## src/rtl/core/arbc_pkg.sv

```systemverilog
// types and constants of the auto-repeat button counter
package arbc_pkg;

    localparam int MODE_W = 3;
    localparam logic [MODE_W-1:0] MODE_START    = 3'd0;
    localparam logic [MODE_W-1:0] MODE_IDLE     = 3'd1;
    localparam logic [MODE_W-1:0] MODE_UP       = 3'd2;
    localparam logic [MODE_W-1:0] MODE_DOWN     = 3'd3;
    localparam logic [MODE_W-1:0] MODE_BOTH     = 3'd4;
    localparam logic [MODE_W-1:0] MODE_REP_UP   = 3'd5;
    localparam logic [MODE_W-1:0] MODE_REP_DOWN = 3'd6;

    localparam logic [1:0] BTN_NONE = 2'd0;
    localparam logic [1:0] BTN_UP   = 2'd1;
    localparam logic [1:0] BTN_BOTH = 2'd3;

    localparam int CFG_ADDR_W = 3;
    localparam logic [CFG_ADDR_W-1:0] REG_START_VALUE  = 3'd0;
    localparam logic [CFG_ADDR_W-1:0] REG_UPPER_LIMIT  = 3'd1;
    localparam logic [CFG_ADDR_W-1:0] REG_SLOW_PERIOD  = 3'd2;
    localparam logic [CFG_ADDR_W-1:0] REG_FAST_PERIOD  = 3'd3;
    localparam logic [CFG_ADDR_W-1:0] REG_SLOW_REPEATS = 3'd4;

    localparam logic [3:0] START_VALUE_RST  = 4'h5;
    localparam logic [3:0] UPPER_LIMIT_RST  = 4'd9;
    localparam logic [7:0] SLOW_PERIOD_RST  = 8'd10;
    localparam logic [7:0] FAST_PERIOD_RST  = 8'd4;
    localparam logic [7:0] SLOW_REPEATS_RST = 8'h03;

    typedef struct packed {
        logic [3:0] start_value;
        logic [3:0] upper_limit;
        logic [7:0] slow_period;
        logic [7:0] fast_period;
        logic [7:0] slow_repeats;
    } cfg_t;

    typedef struct packed {
        logic [MODE_W-1:0] mode;
        logic [7:0]        hold_count;
        logic [7:0]        repeats_done;
    } ctrl_t;

endpackage

```

## src/rtl/core/arbc_step.sv

```systemverilog
// one tick of the mode machine: action of the current mode, then mode change
module arbc_step import arbc_pkg::*; #(
    parameter int VALUE_WIDTH = 4
) (
    input  cfg_t                   cfg,
    input  ctrl_t                  ctrl_cur,
    input  logic [VALUE_WIDTH-1:0] value_cur,
    input  logic [1:0]             buttons,
    output ctrl_t                  ctrl_nxt,
    output logic [VALUE_WIDTH-1:0] value_nxt
);

    localparam int CW = (VALUE_WIDTH > 4) ? VALUE_WIDTH : 4;

    logic [CW-1:0]          value_ext;
    logic [CW-1:0]          limit_ext;
    logic [CW-1:0]          start_ext;
    logic [VALUE_WIDTH-1:0] value_up;
    logic [VALUE_WIDTH-1:0] value_down;
    logic                   slow;
    logic [7:0]             period;
    logic                   fire;

    assign value_ext = CW'(value_cur);
    assign limit_ext = CW'(cfg.upper_limit);
    assign start_ext = CW'(cfg.start_value);

    // increments saturate at the limit, also when already above it
    assign value_up   = (value_ext < limit_ext) ? value_cur + 1'b1
                                                : limit_ext[VALUE_WIDTH-1:0];
    assign value_down = (value_cur != '0) ? value_cur - 1'b1 : '0;

    assign slow   = (ctrl_cur.repeats_done != cfg.slow_repeats);
    assign period = slow ? cfg.slow_period : cfg.fast_period;
    assign fire   = (ctrl_cur.hold_count >= period);

    always_comb begin
        ctrl_nxt  = ctrl_cur;
        value_nxt = value_cur;
        unique case (ctrl_cur.mode) inside
            MODE_START: begin
                value_nxt             = start_ext[VALUE_WIDTH-1:0];
                ctrl_nxt.repeats_done = '0;
            end
            MODE_IDLE: begin
                ctrl_nxt.hold_count   = '0;
                ctrl_nxt.repeats_done = '0;
            end
            MODE_UP: begin
                ctrl_nxt.hold_count = '0;
                value_nxt           = value_up;
            end
            MODE_DOWN: begin
                ctrl_nxt.hold_count = '0;
                value_nxt           = value_down;
            end
            MODE_BOTH: begin
                ctrl_nxt.hold_count   = '0;
                ctrl_nxt.repeats_done = '0;
                value_nxt             = '0;
            end
            MODE_REP_UP, MODE_REP_DOWN: begin
                if (fire) begin
                    value_nxt = (ctrl_cur.mode == MODE_REP_UP) ? value_up : value_down;
                    ctrl_nxt.hold_count = '0;
                    if (slow) begin
                        ctrl_nxt.repeats_done = ctrl_cur.repeats_done + 8'd1;
                    end
                end else begin
                    ctrl_nxt.hold_count = ctrl_cur.hold_count + 8'd1;
                end
            end
            default: begin
            end
        endcase

        // mode change
        if (ctrl_cur.mode == MODE_START) begin
            ctrl_nxt.mode = MODE_IDLE;
        end else if (ctrl_cur.mode > MODE_REP_DOWN) begin
            ctrl_nxt.mode = MODE_START;
        end else if (buttons == BTN_NONE) begin
            ctrl_nxt.mode = MODE_IDLE;
        end else if (buttons == BTN_BOTH) begin
            ctrl_nxt.mode = MODE_BOTH;
        end else if (ctrl_cur.mode == MODE_BOTH) begin
            ctrl_nxt.mode = MODE_IDLE;
        end else if (buttons == BTN_UP) begin
            ctrl_nxt.mode = (ctrl_cur.mode == MODE_UP || ctrl_cur.mode == MODE_REP_UP)
                            ? MODE_REP_UP : MODE_UP;
        end else begin
            ctrl_nxt.mode = (ctrl_cur.mode == MODE_DOWN || ctrl_cur.mode == MODE_REP_DOWN)
                            ? MODE_REP_DOWN : MODE_DOWN;
        end
    end

endmodule

```

## src/rtl/core/auto_repeat_button_counter_core.sv

```systemverilog
// Auto-repeat button counter core.
// Input channel s_valid/s_ready/s_buttons carries one tick per beat: bit0 is
// the up button, bit1 the down button. Each accepted tick yields exactly one
// beat on m_valid/m_ready/m_display_value with the counter after that tick.
// The result of an accepted tick is registered and shows from the next cycle
// on. Throughput is one tick per cycle while the receiver keeps up, set by the
// combinational mode update between the state registers and the output register.
// s_ready is high whenever the output register is empty or being drained, so
// a stalled receiver holds the result and stops new ticks until it is taken.
// Configuration (cfg_we, cfg_addr, cfg_wdata) writes start_value,
// upper_limit, slow_period, fast_period and slow_repeats at indexes 0 to 4;
// other indexes are ignored. Write only while no tick is in flight.
// Reset (aresetn low, synchronous) restores the default registers 5, 9, 10,
// 4 and 3, puts the machine in its start mode with a zero counter and
// empties the output register.
module auto_repeat_button_counter_core import arbc_pkg::*; #(
    parameter int VALUE_WIDTH = 4
) (
    input  logic                  aclk,
    input  logic                  aresetn,
    input  logic                  cfg_we,
    input  logic [CFG_ADDR_W-1:0] cfg_addr,
    input  logic [7:0]            cfg_wdata,
    input  logic                  s_valid,
    output logic                  s_ready,
    input  logic [1:0]            s_buttons,
    output logic                  m_valid,
    input  logic                  m_ready,
    output logic [3:0]            m_display_value
);

    localparam int CW = (VALUE_WIDTH > 4) ? VALUE_WIDTH : 4;

    cfg_t                   cfg_reg;
    ctrl_t                  ctrl_reg;
    ctrl_t                  ctrl_next;
    logic [VALUE_WIDTH-1:0] value_reg;
    logic [VALUE_WIDTH-1:0] value_next;
    logic [CW-1:0]          disp_ext;
    logic [3:0]             disp_reg;
    logic                   out_valid_reg;
    logic                   in_beat;

    assign s_ready = !out_valid_reg || m_ready;
    assign in_beat = s_valid && s_ready;

    always_ff @(posedge aclk) begin
        if (!aresetn) begin
            cfg_reg.start_value  <= START_VALUE_RST;
            cfg_reg.upper_limit  <= UPPER_LIMIT_RST;
            cfg_reg.slow_period  <= SLOW_PERIOD_RST;
            cfg_reg.fast_period  <= FAST_PERIOD_RST;
            cfg_reg.slow_repeats <= SLOW_REPEATS_RST;
        end else if (cfg_we) begin
            unique case (cfg_addr)
                REG_START_VALUE:  cfg_reg.start_value  <= cfg_wdata[3:0];
                REG_UPPER_LIMIT:  cfg_reg.upper_limit  <= cfg_wdata[3:0];
                REG_SLOW_PERIOD:  cfg_reg.slow_period  <= cfg_wdata;
                REG_FAST_PERIOD:  cfg_reg.fast_period  <= cfg_wdata;
                REG_SLOW_REPEATS: cfg_reg.slow_repeats <= cfg_wdata;
                default: begin
                end
            endcase
        end
    end

    arbc_step #(
        .VALUE_WIDTH(VALUE_WIDTH)
    ) u_step (
        .cfg       (cfg_reg),
        .ctrl_cur  (ctrl_reg),
        .value_cur (value_reg),
        .buttons   (s_buttons),
        .ctrl_nxt  (ctrl_next),
        .value_nxt (value_next)
    );

    assign disp_ext = CW'(value_next);

    always_ff @(posedge aclk) begin
        if (!aresetn) begin
            ctrl_reg.mode         <= MODE_START;
            ctrl_reg.hold_count   <= '0;
            ctrl_reg.repeats_done <= '0;
            value_reg             <= '0;
            out_valid_reg         <= 1'b0;
        end else begin
            if (in_beat) begin
                ctrl_reg      <= ctrl_next;
                value_reg     <= value_next;
                out_valid_reg <= 1'b1;
            end else if (m_ready) begin
                out_valid_reg <= 1'b0;
            end
        end
    end

    always_ff @(posedge aclk) begin
        if (in_beat) begin
            disp_reg <= disp_ext[3:0];
        end
    end

    assign m_valid         = out_valid_reg;
    assign m_display_value = disp_reg;

endmodule

```

## config.mk

```make
export PLATFORM = sky130hd
export DESIGN_NAME = auto_repeat_button_counter_core
export DESIGN_NICKNAME = d
export VERILOG_FILES = /design/src/rtl/core/arbc_pkg.sv /design/src/rtl/core/arbc_step.sv /design/src/rtl/core/auto_repeat_button_counter_core.sv
export SDC_FILE = /design/constraint.sdc
export NUM_CORES = 1
export LEC_CHECK = 0
export BUFFER_PORTS_ARGS = -buffer_cell sky130_fd_sc_hd__buf_2
export CAP_MARGIN = 20
export CORE_ASPECT_RATIO = 1.4
export CORE_UTILIZATION = 60
export CTS_CLUSTER_DIAMETER = 200
export DETAILED_ROUTE_END_ITERATION = 8
export PLACE_DENSITY = 0.79
export SETUP_SLACK_MARGIN = 0.4
export SYNTH_ARGS = -nofsm -noshare
export SYNTH_HDL_FRONTEND = slang
export SYNTH_SLANG_ARGS = --single-unit
```

## constraint.sdc

```tcl
create_clock -name aclk -period 3.47 [get_ports aclk]
set_clock_uncertainty 0.05 [all_clocks]
set_input_delay 0.5205 -clock aclk [delete_from_list [all_inputs] [get_ports aclk]]
set_output_delay 0.5205 -clock aclk [all_outputs]
set_load 0.01 [all_outputs]
```

==> out/results.txt <==
Status = complete, no violations
H-Tree Level Count = 3
CORE AREA = 5820 sq um
Pwr/cell area = 402 nW/um^2
Die W = 67.7 microns
Vias/cell = 6.23
Root Buffer = clkbuf_8
Worst-Margin Slew = 675 ps
DRT Pass-1 Iters = 8
Total GRT Usage = 0.312
Final Hold Viols = 0
Layout area overhead = 14.5%
Peak VDD IR = 393 uV
Clk buf depth = 2
Max-Cap Viols = 0
Slew headroom = 0.544
TritonCTS Sinks = 60
RSZ-0062 raised after global routing = yes
IO Pins = 24
First-pass GRT wire length = 14.7 mm
# nets final = 504
Max FFs per register = 32
Cells along the critical path = xor2_1, nor4_1, nand2_1, buf_4, mux2i_1, ha_1, nand4_2, o31ai_4, buf_6, o2111ai_1, a211o_1, nand2_1
Leakage = 1.71 nW
Post-route ant nets = 0
GP Congestion = 0.876
Final Cycle Share = 0.914
Post-layout instance area = 4150 sq um
Die ar. = 6360 sq um
CP max FO = 8
Iter 0 DRT Violations = 273
Yosys synthesis warning count = 0
TritonCTS clock tree = built
Most used cell, CP = nand2_1
Final setup TNS = 0 ps
Global route overflow = 0
Data arrival time of the worst path = 3420 ps
Setup crit start kind = register
Total CTS buffers = 9
Worst-Skew Late Latency = 350 ps
Post-synth ARST share = 0
Clock transition at the registers of the reported paths = 70 ps
Syn Inst Count = 448
CP bufs+invs = 2
Synth Net Count = 481
Port Buf Inserts = 23
Mean Syn Cell Area = 8.09 sq um
Area after DPL = 3750 sq um
Post-route insts no fill = 546
Slack of the critical path = 299 ps
Placed cells = 522
Initial antenna violation count = 0
Register area share after synthesis = 0.343
Critical path required time = 3720 ps
Worst path top cell family by delay = compound AO/OA/AOI/OAI gates
Synth unique cells = 58
Ratio of cells with drive above 1 in the final layout = 0.170
Diode count = 0
Post-Syn Area = 3620 sq um
Yosys reg bits = 60
Final WL = 9.48 mm
Vias in the first global route = 3189
Slew Viols, Final = 0
Die Y-Extent = 94.0 microns
Tmin final = 3170 ps
Final setup violation count = 0
CP Capture Type = register
Detailed placer's ending HPWL = 6.09 mm
Hold crit path type = in2reg
Place WS = 282 ps
FILL cells = 442
F_max = 315 MHz
DR WL/cell = 17.4 microns
Largest net degree at the start of global routing = 29
Slowest stage delay, CP = 480 ps
# rows = 33
CP Launch Point = ctrl_reg[0]
Vias after detailed routing = 3402
# DRC = 0
Initial Util = 0.622
Main synth FF type = dfxtp_1
EDFF count, synth = 4
R2r startpoint = ctrl_reg[0]
Slowest CP cell = o31ai_4
Hold Crit Start = cfg_wdata[4]
Worst Setup Path Type = reg2reg
-- kinds of logic (layout without fill, tap and decap cells) --
kind of cell | count (synthesis) | count (layout) | synth area share
buffers and inverters | 37 | 65 | 0.0470
xor gates and xnor gates | 18 | 18 | 0.0456
adders and majority gates | 16 | 16 | 0.0546
DFF | 60 | 60 | 0.343
and+or+nand+nor | 188 | 188 | 0.248
AOI/OAI and AO/OA | 109 | 109 | 0.206
muxes | 20 | 20 | 0.0556
-- through the flow --
| stage | hold slack, ps | power, mW | utilization |
|---|---|---|---|
| after global routing | 393 | 1.73 | 0.712 |
| after CTS | 378 | 1.65 | 0.704 |
| final | 380 | 1.67 | 0.712 |
| after global placement | 402 | 0.965 | 0.643 |
| after detailed placement | 409 | 0.971 | 0.643 |
| after floorplan | 383 | 0.912 | - |
-- layer usage --
metal | share of wire | GRT usage | wire, microns
met5 | 0 | 0 | 0
met4 | 0.042 | 0.193 | 399
met3 | 0.059 | 0.0583 | 559
met2 | 0.50 | 0.525 | 4750
met1 | 0.40 | 0.349 | 3770
-- layout by cell type (no fill, tap or decap), types with 10 or more instances in the layout --
| cell | instances |
|---|---|
| nor2_1 | 42 |
| a21oi_1 | 14 |
| a21boi_0 | 21 |
| xor2_1 | 16 |
| mux2i_1 | 18 |
| clkbuf_8 | 10 |
| nand2_1 | 70 |
| ha_1 | 13 |
| buf_2 | 23 |
| inv_1 | 10 |
| nand3_1 | 24 |
| o21ai_0 | 21 |
| dfxtp_1 | 49 |
| buf_4 | 10 |
-- path summary, 6_finish.rpt --
path	end	slack, ps	cells past startpoint
worst min-delay path	cfg_reg[12]	380	3
worst min register to register	cfg_reg[23]	420	2
worst max register to register	ctrl_reg[7]	300	12
worst max-delay path	ctrl_reg[7]	300	12
-- worst register-to-register path, delay by kind of cell, from the launching register on --
family | cells | cell delay, ps
compound gates | 3 | 960
mux | 1 | 160
flops | 1 | 350
xor+xnor | 1 | 160
simple gates | 4 | 680
fa+ha+maj | 1 | 340
buf+inv | 2 | 410
-- repair_timing --
action,in CTS,in global routing
pin swaps,12,7
hold buffers,0,0
gates cloned,0,0
setup buffers,8,0
resized for setup,22,10
setup endpoints to repair,12,24
-- cell usage after synthesis, types with 3 or more instances --
library cell  count  area share
o211ai_1          3      0.0062
and2_1            8       0.014
nor2b_1           8       0.014
a21o_1            7       0.015
dfxtp_1          56        0.31
a21oi_1          16       0.022
nand4_1           4      0.0069
nand2b_1          6       0.010
a21boi_0         21       0.044
a31oi_1           6       0.010
buf_2             6      0.0083
xor2_1           16       0.039
edfxtp_1          4       0.033
inv_1            10       0.010
ha_1             15       0.052
o21ai_0          23       0.032
nor3_1            5      0.0069
o21ai_1           3      0.0041
and3_1            7       0.012
a211o_1           3      0.0073
nand3_1          24       0.033
mux2i_1          19       0.052
nand2_1          71       0.074
clkbuf_1         13       0.013
o21a_1            3      0.0062
o2111ai_1         9       0.022
nor2_1           42       0.044
-- layout make-up --
class	instances	area (sq um)	area share
Clock inverter	3	41.3	0.00995
Timing Repair Buffer	37	235	0.0567
Clock buffer	13	170	0.0410
Tap cell	70	87.6	0.0211
Inverter	12	45.0	0.0109
Multi-Input combinational cell	351	2320	0.558
Sequential cell	60	1250	0.302
-- power by group --
| group | switching (mW) | internal, mW |
|---|---|---|
| logic | 0.140 | 0.0870 |
| clock network | 0.294 | 0.395 |
| registers | 0.0314 | 0.719 |
(Power assumes the default switching activity.)
